**src/design/md5_pkg.sv**
```systemverilog
// Shared types, constants and step functions of the MD5 engine.
// No dependencies; imported by the compression unit, the controller and the top level.
`timescale 1ns / 1ps

package md5_pkg;

	typedef logic [3:0][31:0] word4_t;

	// Control from the controller to the compression unit
	typedef struct packed {
		logic start;   // begin compressing the block in the store
		logic init;    // reload the chaining words with their initial values
	} cmp_ctl_t;

	// Status from the compression unit
	typedef struct packed {
		logic busy;    // a compression is running
		logic done;    // chaining words take their new values at this edge
	} cmp_sts_t;

	localparam word4_t CHAIN_IV = {32'h10325476, 32'h98badcfe, 32'hefcdab89, 32'h67452301};

	localparam logic [31:0] STEP_K [64] = '{
		32'hd76aa478, 32'he8c7b756, 32'h242070db, 32'hc1bdceee,
		32'hf57c0faf, 32'h4787c62a, 32'ha8304613, 32'hfd469501,
		32'h698098d8, 32'h8b44f7af, 32'hffff5bb1, 32'h895cd7be,
		32'h6b901122, 32'hfd987193, 32'ha679438e, 32'h49b40821,
		32'hf61e2562, 32'hc040b340, 32'h265e5a51, 32'he9b6c7aa,
		32'hd62f105d, 32'h02441453, 32'hd8a1e681, 32'he7d3fbc8,
		32'h21e1cde6, 32'hc33707d6, 32'hf4d50d87, 32'h455a14ed,
		32'ha9e3e905, 32'hfcefa3f8, 32'h676f02d9, 32'h8d2a4c8a,
		32'hfffa3942, 32'h8771f681, 32'h6d9d6122, 32'hfde5380c,
		32'ha4beea44, 32'h4bdecfa9, 32'hf6bb4b60, 32'hbebfbc70,
		32'h289b7ec6, 32'heaa127fa, 32'hd4ef3085, 32'h04881d05,
		32'hd9d4d039, 32'he6db99e5, 32'h1fa27cf8, 32'hc4ac5665,
		32'hf4292244, 32'h432aff97, 32'hab9423a7, 32'hfc93a039,
		32'h655b59c3, 32'h8f0ccc92, 32'hffeff47d, 32'h85845dd1,
		32'h6fa87e4f, 32'hfe2ce6e0, 32'ha3014314, 32'h4e0811a1,
		32'hf7537e82, 32'hbd3af235, 32'h2ad7d2bb, 32'heb86d391
	};

	localparam logic [4:0] ROT_AMT [16] = '{
		5'd7, 5'd12, 5'd17, 5'd22, 5'd5, 5'd9, 5'd14, 5'd20,
		5'd4, 5'd11, 5'd16, 5'd23, 5'd6, 5'd10, 5'd15, 5'd21
	};

	// Message word used by a step
	function automatic logic [3:0] msg_index(input logic [5:0] step);
		logic [3:0] n;
		logic [3:0] r;
		n = step[3:0];
		case (step[5:4])
			2'd0: r = n;
			2'd1: r = (n << 2) + n + 4'd1;
			2'd2: r = (n << 1) + n + 4'd5;
			default: r = (n << 3) - n;
		endcase
		return r;
	endfunction

	// Rotate left by 0..31
	function automatic logic [31:0] rotl32(input logic [31:0] x, input logic [4:0] r);
		logic [63:0] dbl;
		dbl = {x, x} << r;
		return dbl[63:32];
	endfunction

endpackage

```
**src/design/md5_ram.sv**
```systemverilog
// Generic single-write, single-read synchronous RAM with registered read data.
// No dependencies; holds the sixteen-word block store.
`timescale 1ns / 1ps

module md5_ram #(
	parameter int WIDTH = 32,
	parameter int DEPTH = 16
) (
	input  logic                     clk,
	input  logic                     we,
	input  logic [$clog2(DEPTH)-1:0] waddr,
	input  logic [WIDTH-1:0]         wdata,
	input  logic [$clog2(DEPTH)-1:0] raddr,
	output logic [WIDTH-1:0]         rdata
);

	logic [WIDTH-1:0] mem [DEPTH];

	always_ff @(posedge clk) begin
		if (we) begin
			mem[waddr] <= wdata;
		end
		rdata <= mem[raddr];
	end

endmodule

```
**src/design/md5_compress.sv**
```systemverilog
// MD5 compression unit: one step per cycle over words read from the block store.
// Depends on md5_pkg; reads the store through md5_ram's read port.
`timescale 1ns / 1ps

module md5_compress import md5_pkg::*; (
	input  logic       clk,
	input  logic       arst_n,
	input  cmp_ctl_t   ctl,
	output cmp_sts_t   sts,
	output logic [3:0] raddr,
	input  logic [31:0] rdata,
	output word4_t     chain
);

	word4_t      chain_q;
	word4_t      wk_q;        // a, b, c, d
	logic        rd_act_q;
	logic [5:0]  rstep_q;
	logic        vld_s1;
	logic [5:0]  step_s1;
	logic        fin_q;

	logic [31:0] f;
	logic [31:0] sum;
	logic [31:0] nb;

	// Read address is issued in the cycle before its step reaches the datapath
	assign raddr = msg_index(rstep_q);

	// One MD5 step on the word that just came out of the store
	always_comb begin
		case (step_s1[5:4])
			2'd0: f = (wk_q[1] & wk_q[2]) | (~wk_q[1] & wk_q[3]);
			2'd1: f = (wk_q[1] & wk_q[3]) | (wk_q[2] & ~wk_q[3]);
			2'd2: f = wk_q[1] ^ wk_q[2] ^ wk_q[3];
			default: f = wk_q[2] ^ (wk_q[1] | ~wk_q[3]);
		endcase
		sum = wk_q[0] + f + rdata + STEP_K[step_s1];
		nb  = rotl32(sum, ROT_AMT[{step_s1[5:4], step_s1[1:0]}]) + wk_q[1];
	end

	// Read sequencer
	always_ff @(posedge clk or negedge arst_n) begin
		if (!arst_n) begin
			rd_act_q <= 1'b0;
			rstep_q  <= '0;
			vld_s1   <= 1'b0;
			step_s1  <= '0;
			fin_q    <= 1'b0;
		end else begin
			if (ctl.start) begin
				rd_act_q <= 1'b1;
				rstep_q  <= '0;
			end else if (rd_act_q) begin
				rstep_q <= rstep_q + 6'd1;
				if (rstep_q == 6'd63) begin
					rd_act_q <= 1'b0;
				end
			end
			vld_s1  <= rd_act_q;
			step_s1 <= rstep_q;
			fin_q   <= vld_s1 && (step_s1 == 6'd63);
		end
	end

	// Working variables
	always_ff @(posedge clk) begin
		if (ctl.start) begin
			wk_q <= chain_q;
		end else if (vld_s1) begin
			wk_q <= {wk_q[2], wk_q[1], nb, wk_q[3]};
		end
	end

	// Chaining words: initial values on reset or reinit, feed-forward add after the last step
	always_ff @(posedge clk or negedge arst_n) begin
		if (!arst_n) begin
			chain_q <= CHAIN_IV;
		end else if (ctl.init) begin
			chain_q <= CHAIN_IV;
		end else if (fin_q) begin
			for (int k = 0; k < 4; k++) begin
				chain_q[k] <= chain_q[k] + wk_q[k];
			end
		end
	end

	assign chain    = chain_q;
	assign sts.busy = rd_act_q | vld_s1 | fin_q;
	assign sts.done = fin_q;

`ifndef SYNTHESIS
	// Read pipeline stays in step with the sequencer
	assert property (@(posedge clk) disable iff (!arst_n)
		rd_act_q |=> vld_s1 && (step_s1 == $past(rstep_q)))
		else $error("compress: read pipeline out of step");

	// Feed-forward add follows exactly the last step
	assert property (@(posedge clk) disable iff (!arst_n)
		fin_q |-> $past(vld_s1) && ($past(step_s1) == 6'd63))
		else $error("compress: feed-forward without last step");

	// Reinit never collides with a running compression
	assert property (@(posedge clk) disable iff (!arst_n)
		ctl.init |-> !sts.busy)
		else $error("compress: reinit during compression");
`endif

endmodule

```
**src/design/md5_ctrl.sv**
```systemverilog
// Controller: byte gathering, bit count, padding sequencer and digest output.
// Depends on md5_pkg; drives the block store write port and the compression unit.
`timescale 1ns / 1ps

module md5_ctrl import md5_pkg::*; (
	input  logic        clk,
	input  logic        arst_n,
	// input items
	input  logic        in_valid,
	output logic        in_ready,
	input  logic [7:0]  message_byte,
	input  logic        final_byte,
	input  logic        empty_message,
	// result items
	output logic        out_valid,
	input  logic        out_ready,
	output logic [31:0] digest_word,
	output logic [1:0]  word_number,
	output logic        last_word,
	// block store write port
	output logic        mem_we,
	output logic [3:0]  mem_waddr,
	output logic [31:0] mem_wdata,
	// compression unit
	output cmp_ctl_t    cmp_ctl,
	input  cmp_sts_t    cmp_sts,
	input  word4_t      chain
);

	localparam logic [2:0] ST_IDLE = 3'd0;
	localparam logic [2:0] ST_COMP = 3'd1;
	localparam logic [2:0] ST_MARK = 3'd2;
	localparam logic [2:0] ST_FILL = 3'd3;
	localparam logic [2:0] ST_OUT  = 3'd4;

	localparam logic [7:0] PAD_MARKER = 8'h80;

	logic [2:0]  state_q;
	logic [5:0]  pos_q;        // next byte slot in the block
	logic [23:0] acc_q;        // lower bytes of the word being gathered
	logic [63:0] len_q;        // message bit count
	logic        fin_pend_q;   // message ends after the running compression
	logic        pad_q;        // padding has begun
	logic        lenblk_q;     // current padding block carries the bit count
	logic [3:0]  wp_q;         // fill word pointer
	logic [1:0]  wn_q;         // digest word being offered

	logic        in_acc;
	logic        byte_acc;
	logic        out_acc;
	logic [31:0] mark_word;
	logic [31:0] fill_word;

	assign in_ready  = (state_q == ST_IDLE);
	assign in_acc    = in_valid && in_ready;
	assign byte_acc  = in_acc && !empty_message;
	assign out_valid = (state_q == ST_OUT);
	assign out_acc   = out_valid && out_ready;

	assign digest_word = chain[wn_q];
	assign word_number = wn_q;
	assign last_word   = (wn_q == 2'd3);

	// Marker word: gathered bytes, then 0x80, then zeros
	always_comb begin
		unique case (pos_q[1:0])
			2'd0: mark_word = {24'h0, PAD_MARKER};
			2'd1: mark_word = {16'h0, PAD_MARKER, acc_q[7:0]};
			2'd2: mark_word = {8'h0, PAD_MARKER, acc_q[15:0]};
			2'd3: mark_word = {PAD_MARKER, acc_q};
			default: mark_word = '0;
		endcase
	end

	// Fill word: zeros, with the bit count in the last two words of the final block
	always_comb begin
		fill_word = '0;
		if (lenblk_q && wp_q == 4'd14) begin
			fill_word = len_q[31:0];
		end else if (lenblk_q && wp_q == 4'd15) begin
			fill_word = len_q[63:32];
		end
	end

	// Block store write port
	always_comb begin
		mem_we    = 1'b0;
		mem_waddr = pos_q[5:2];
		mem_wdata = {message_byte, acc_q};
		if (byte_acc && pos_q[1:0] == 2'd3) begin
			mem_we = 1'b1;
		end else if (state_q == ST_MARK) begin
			mem_we    = 1'b1;
			mem_wdata = mark_word;
		end else if (state_q == ST_FILL) begin
			mem_we    = 1'b1;
			mem_waddr = wp_q;
			mem_wdata = fill_word;
		end
	end

	// Compression start and reinit
	always_comb begin
		cmp_ctl.start = 1'b0;
		cmp_ctl.init  = out_acc && (wn_q == 2'd3);
		if (byte_acc && pos_q == 6'd63) begin
			cmp_ctl.start = 1'b1;
		end else if (state_q == ST_MARK && pos_q[5:2] == 4'd15) begin
			cmp_ctl.start = 1'b1;
		end else if (state_q == ST_FILL && wp_q == 4'd15) begin
			cmp_ctl.start = 1'b1;
		end
	end

	// Gathered bytes below the current word boundary
	always_ff @(posedge clk) begin
		if (byte_acc) begin
			case (pos_q[1:0])
				2'd0: acc_q[7:0]   <= message_byte;
				2'd1: acc_q[15:8]  <= message_byte;
				2'd2: acc_q[23:16] <= message_byte;
				default: ;
			endcase
		end
	end

	// Sequencer
	always_ff @(posedge clk or negedge arst_n) begin
		if (!arst_n) begin
			state_q    <= ST_IDLE;
			pos_q      <= '0;
			len_q      <= '0;
			fin_pend_q <= 1'b0;
			pad_q      <= 1'b0;
			lenblk_q   <= 1'b0;
			wp_q       <= '0;
			wn_q       <= '0;
		end else begin
			unique case (state_q)
				ST_IDLE: begin
					if (in_acc && empty_message) begin
						state_q <= ST_MARK;
					end else if (in_acc) begin
						pos_q <= pos_q + 6'd1;
						len_q <= len_q + 64'd8;
						if (pos_q == 6'd63) begin
							fin_pend_q <= final_byte;
							state_q    <= ST_COMP;
						end else if (final_byte) begin
							state_q <= ST_MARK;
						end
					end
				end
				ST_MARK: begin
					pad_q    <= 1'b1;
					// bit count fits behind the marker only below byte 56
					lenblk_q <= (pos_q[5:2] < 4'd14);
					if (pos_q[5:2] == 4'd15) begin
						state_q <= ST_COMP;
					end else begin
						wp_q    <= pos_q[5:2] + 4'd1;
						state_q <= ST_FILL;
					end
				end
				ST_FILL: begin
					if (wp_q == 4'd15) begin
						state_q <= ST_COMP;
					end else begin
						wp_q <= wp_q + 4'd1;
					end
				end
				ST_COMP: begin
					if (cmp_sts.done) begin
						if (!pad_q) begin
							state_q    <= fin_pend_q ? ST_MARK : ST_IDLE;
							fin_pend_q <= 1'b0;
						end else if (lenblk_q) begin
							wn_q    <= '0;
							state_q <= ST_OUT;
						end else begin
							lenblk_q <= 1'b1;
							wp_q     <= '0;
							state_q  <= ST_FILL;
						end
					end
				end
				ST_OUT: begin
					if (out_acc) begin
						wn_q <= wn_q + 2'd1;
						if (wn_q == 2'd3) begin
							pos_q    <= '0;
							len_q    <= '0;
							pad_q    <= 1'b0;
							lenblk_q <= 1'b0;
							state_q  <= ST_IDLE;
						end
					end
				end
				default: state_q <= ST_IDLE;
			endcase
		end
	end

`ifndef SYNTHESIS
	// A compression is started only when the unit is free
	assert property (@(posedge clk) disable iff (!arst_n)
		cmp_ctl.start |-> !cmp_sts.busy)
		else $error("ctrl: compression started while busy");

	// The block store is not written while a compression reads it
	assert property (@(posedge clk) disable iff (!arst_n)
		mem_we |-> !cmp_sts.busy)
		else $error("ctrl: block store written during compression");

	// Input and output sides are never open together
	assert property (@(posedge clk) disable iff (!arst_n)
		!(in_ready && out_valid))
		else $error("ctrl: input and output open together");

	// After the last digest word the message state is back at its start
	assert property (@(posedge clk) disable iff (!arst_n)
		(out_acc && wn_q == 2'd3) |=> (pos_q == 6'd0 && len_q == 64'd0 && !pad_q))
		else $error("ctrl: state not cleared after digest");
`endif

endmodule

```
**src/design/md5_message_digest.sv**
```systemverilog
// MD5 message digest engine, one message byte per input item. A byte is taken
// every cycle while a block is being gathered; when the 64th byte of a block
// arrives the input stalls while the compression unit runs its 64 steps, one
// per cycle, over the block store RAM (behind its registered read, and followed
// by one feed-forward add). At the end of a message the padding
// sequencer writes one marker word and fill words up to the end of the block,
// one word a cycle, plus a whole second block of sixteen fill words when the
// bit count no longer fits, and runs one or two more compressions; the four
// digest words then leave low word first, and the engine starts over with a
// fresh message.
// Top level: depends on md5_pkg, md5_ram, md5_compress and md5_ctrl.
`timescale 1ns / 1ps

module md5_message_digest import md5_pkg::*; (
	input  logic        clk,
	input  logic        arst_n,
	// input items
	input  logic        s_tvalid,
	output logic        s_tready,
	input  logic [7:0]  s_tdata,   // [7:0] message_byte
	input  logic        s_tlast,   // final_byte
	input  logic        s_tuser,   // empty_message
	// result items
	output logic        m_tvalid,
	input  logic        m_tready,
	output logic [31:0] m_tdata,   // [31:0] digest_word
	output logic [1:0]  m_tuser,   // [1:0] word_number
	output logic        m_tlast    // last_word
);

	logic        mem_we;
	logic [3:0]  mem_waddr;
	logic [31:0] mem_wdata;
	logic [3:0]  mem_raddr;
	logic [31:0] mem_rdata;
	cmp_ctl_t    cmp_ctl;
	cmp_sts_t    cmp_sts;
	word4_t      chain;

	// Sixteen-word block store
	md5_ram #(
		.WIDTH(32),
		.DEPTH(16)
	) u_block_store (
		.clk   (clk),
		.we    (mem_we),
		.waddr (mem_waddr),
		.wdata (mem_wdata),
		.raddr (mem_raddr),
		.rdata (mem_rdata)
	);

	md5_compress u_compress (
		.clk    (clk),
		.arst_n (arst_n),
		.ctl    (cmp_ctl),
		.sts    (cmp_sts),
		.raddr  (mem_raddr),
		.rdata  (mem_rdata),
		.chain  (chain)
	);

	md5_ctrl u_ctrl (
		.clk           (clk),
		.arst_n        (arst_n),
		.in_valid      (s_tvalid),
		.in_ready      (s_tready),
		.message_byte  (s_tdata),
		.final_byte    (s_tlast),
		.empty_message (s_tuser),
		.out_valid     (m_tvalid),
		.out_ready     (m_tready),
		.digest_word   (m_tdata),
		.word_number   (m_tuser),
		.last_word     (m_tlast),
		.mem_we        (mem_we),
		.mem_waddr     (mem_waddr),
		.mem_wdata     (mem_wdata),
		.cmp_ctl       (cmp_ctl),
		.cmp_sts       (cmp_sts),
		.chain         (chain)
	);

endmodule
```
**config.mk**
```make
export PLATFORM = sky130hd
export DESIGN_NAME = md5_message_digest
export DESIGN_NICKNAME = d
export VERILOG_FILES = /design/src/design/md5_pkg.sv /design/src/design/md5_ram.sv /design/src/design/md5_compress.sv /design/src/design/md5_ctrl.sv /design/src/design/md5_message_digest.sv
export SDC_FILE = /design/constraint.sdc
export NUM_CORES = 2
export LEC_CHECK = 0
export BUFFER_PORTS_ARGS = -buffer_cell sky130_fd_sc_hd__buf_2
export CAP_MARGIN = 25
export CORE_MARGIN = 1
export CORE_UTILIZATION = 48
export CTS_CLUSTER_DIAMETER = 150
export DETAILED_ROUTE_END_ITERATION = 16
export PLACE_DENSITY = 0.72
export SYNTH_ARGS = -nofsm -noshare
export SYNTH_HDL_FRONTEND = slang
export SYNTH_SLANG_ARGS = --single-unit
export TNS_END_PERCENT = 5
```
**constraint.sdc**
```tcl
create_clock -name clk -period 9.6 [get_ports clk]
set_input_delay 0 -clock clk [delete_from_list [all_inputs] [get_ports clk]]
set_output_delay 0 -clock clk [all_outputs]
set_load 0.02 [all_outputs]
```
==> flow_summary.json <==
{
  "synth-edff-count": 664,
  "chipHeight_um": 342,
  "drt-total-wl_mm": 167,
  "clock_skew_ns": 0.0670,
  "clkSinkCount": 918,
  "hold_violations": 0,
  "clk_pin_slew_ns": 0.06,
  "hold_depth": 2,
  "status": "complete, no violations",
  "maxSlewHeadroom": 0.268,
  "clockBufferDepth": 3,
  "synth_top_flop_cell": "edfxtp_1",
  "layout_worst_path_cycle_share": 0.960,
  "dr.pass1.iters": 6,
  "r2r_start": "u_compress.step_s1[1]",
  "start_util": 0.484,
  "die_x_um": 342,
  "gp_congestion": 0.992,
  "synth_top_area_share": 0.360,
  "synthArstFlopShare": 0.242,
  "yosysUniqueCellTypes": 110,
  "cts-root-buf": "clkbuf_16",
  "clock_latency_ns": 0.69,
  "drtIter0Drc": 4519,
  "slew_violations": 0,
  "ant_nets": 0,
  "fin_util": 0.540,
  "crit_required_ns": 9.99,
  "vias": 42500,
  "track_usage": 0.282,
  "finalCriticalPeriod_ns": 9.21,
  "design.core.area_um2": 114000,
  "yosysWarnings": 0,
  "synth_seq_area_share": 0.474,
  "area_delta_synth_final_pct": 11.6,
  "fillers": 9579,
  "grt_max_degree": 129,
  "cp_slowest_stage_delay_ns": 0.54,
  "timing.rr.end": "u_compress.wk_q[62]",
  "rows": 124,
  "cts_tree": "yes",
  "drive_gt1_frac": 0.140,
  "io_pins": 51,
  "dpl-instance-area_um2": 58300,
  "syn_avg_cell_area_um2": 10.7,
  "die_area_um2": 117000,
  "synth-seq-cells": 918,
  "worstSetupStartpointType": "flip-flop",
  "rsz0062_at_grt": "no",
  "synth_area_leader_cell": "edfxtp_1",
  "dp_hpwl_mm": 113,
  "timing.critical_path.mode_cell": "a21oi_1",
  "portBuffers": 50,
  "nets": 5569,
  "critPathKind": "reg2reg",
  "netlist_instances": 5175,
  "cts_max_level": 3,
  "holdPathEnd": "u_ctrl.acc_q[15]",
  "cp.arrival_ns": 9.60,
  "grt_pass1_wl_mm": 250,
  "layout_commonest_cell": "nand2_1",
  "worstSetupEndpointType": "flip-flop",
  "grt_antenna_before_repair": 7,
  "hold_start": "s_tdata[7]",
  "tightestPinTransition_ns": 1.10,
  "setup-tns-final_ns": 0,
  "rr_worst_depth": 40,
  "setup_viol": 0,
  "wl_per_cell_um": 24.3,
  "critPathSlowestCell": "fa_1",
  "cap_violations": 0,
  "grt_pass1_vias": 40900,
  "via_per_inst": 6.20,
  "syn-cell-area_um2": 55300,
  "post-route-drc-count": 0,
  "syn_nets": 5477,
  "overflow": 0,
  "worstPathMaxFanout": 9,
  "rrSetupSlack_ns": 0.39,
  "layout.cells.most_common_list": "nand2_1 (709), edfxtp_1 (664), nor2_1 (370)",
  "numCtsBuffers": 92,
  "worstHoldPathType": "in2reg",
  "fmaxAchievable_ghz": 0.109,
  "fin_area_um2": 61700,
  "synthTopCellsByArea": "edfxtp_1 (36%), mux4_2 (7.2%), dfrtp_1 (7.1%)"
}
[state kept, by name (all words and copies together), names as in the netlist]
name / flops
u_ctrl.pos_q: 6
u_ctrl.fin_pend_q: 1
u_compress.rstep_q: 6
u_ctrl.len_q: 61
u_compress.fin_q: 1
u_compress.rd_act_q: 1
u_ctrl.lenblk_q: 1
u_ctrl.pad_q: 1
u_compress.chain: 128
u_ctrl.acc_q: 24
u_ctrl.wp_q: 4
u_ctrl.word_number: 2
u_ctrl.state_q: 3
u_compress.step_s1: 6
u_block_store.mem: 512
u_compress.vld_s1: 1
u_block_store.rdata: 32
u_compress.wk_q: 128
[synth_stat cells, drive strengths merged, types with 13 or more instances]
library cell and number:
a211oi 78, a21boi 13, a21o 93, a21oi 358, a22oi 30, a311oi 14, a31oi 68, and2 25
and3 44, buf 73, clkbuf 204, dfrtp 158, dfstp 64, dfxtp 32, edfxtp 664, fa 68
ha 220, inv 235, mux2 16, mux2i 157, mux4 176, nand2 714, nand2b 43, nand3 89
nand4 27, nor2 391, nor2b 80, nor3 56, o211ai 24, o21a 31, o21ai 380, o21bai 24
o22ai 15, o31ai 19, or3 32, xnor2 158, xor2 116
[cells by family after synthesis]
family / after synthesis / synth area share
adders and majority gates: 288 / 0.0744
AOI/OAI and AO/OA: 1272 / 0.143
and+or+nand+nor: 1561 / 0.126
xor gates and xnor gates: 275 / 0.0439
DFF: 918 / 0.474
buffers and inverters: 512 / 0.0358
muxes: 349 / 0.104
[critical path, delay by kind of cell (launching register included)]
| family | cells | cell delay [ns] |
|---|---|---|
| flops | 1 | 0.42 |
| fa+ha+maj | 5 | 2.12 |
| buf+inv | 6 | 0.80 |
| mux | 4 | 0.88 |
| xor+xnor | 1 | 0.16 |
| compound gates | 15 | 3.33 |
| simple gates | 9 | 1.20 |
[what timing repair did]
item	in CTS	in global routing
gates resized for setup	0	38
buffers inserted	0	3
hold buffers	18	0
hold endpoints to repair	233	0
setup endpoints to repair	0	10
[through the flow]
step	hold slack, ns	setup slack, ns	std cells
6_report	0.119	0.388	6859
3_5_place_dp	0.0898	0.0816	6661
5_1_grt	0.113	0.0105	6857
4_1_cts	0.0856	0.0153	6851
3_3_place_gp	0.0857	0.131	6659
2_1_floorplan	-0.296	0.530	5175
[how the worst max path moves through the flow]
stage               cells past startpoint             endpoint                   from
finish                                 40  u_compress.wk_q[62]  u_compress.step_s1[1]
global placement                       37  u_compress.wk_q[63]  u_compress.step_s1[0]
global route                           41  u_compress.wk_q[62]  u_compress.step_s1[1]
detailed placement                     37  u_compress.wk_q[63]  u_compress.step_s1[0]
floorplan                              40  u_compress.wk_q[63]  u_compress.step_s1[0]
CTS                                    37  u_compress.wk_q[63]  u_compress.step_s1[0]
[area by class of cell]
class | instances | area [um^2] | share of cell area
multi-input cells | 3745 | 27500 | 0.445
clock inverters | 34 | 432 | 0.00699
inverters | 235 | 890 | 0.0144
clock buffers | 138 | 2610 | 0.0422
well taps | 1512 | 1890 | 0.0307
repair buffers | 275 | 2200 | 0.0357
flip-flops and latches | 918 | 26200 | 0.425
diodes | 2 | 5.00 | 0.0000811
[metal layers]
metal  vias up  routed length [um]  GRT usage
met3       383               12500     0.0431
met5         -                  34          0
met4         4                8320      0.134
met1     21100               67200      0.371
li1      19200                   -          -
met2      1901               78700      0.457
Power is left out: the tool's default activity adds up to more than one toggle a clock period on the data nets, which glitch-free logic cannot reach.
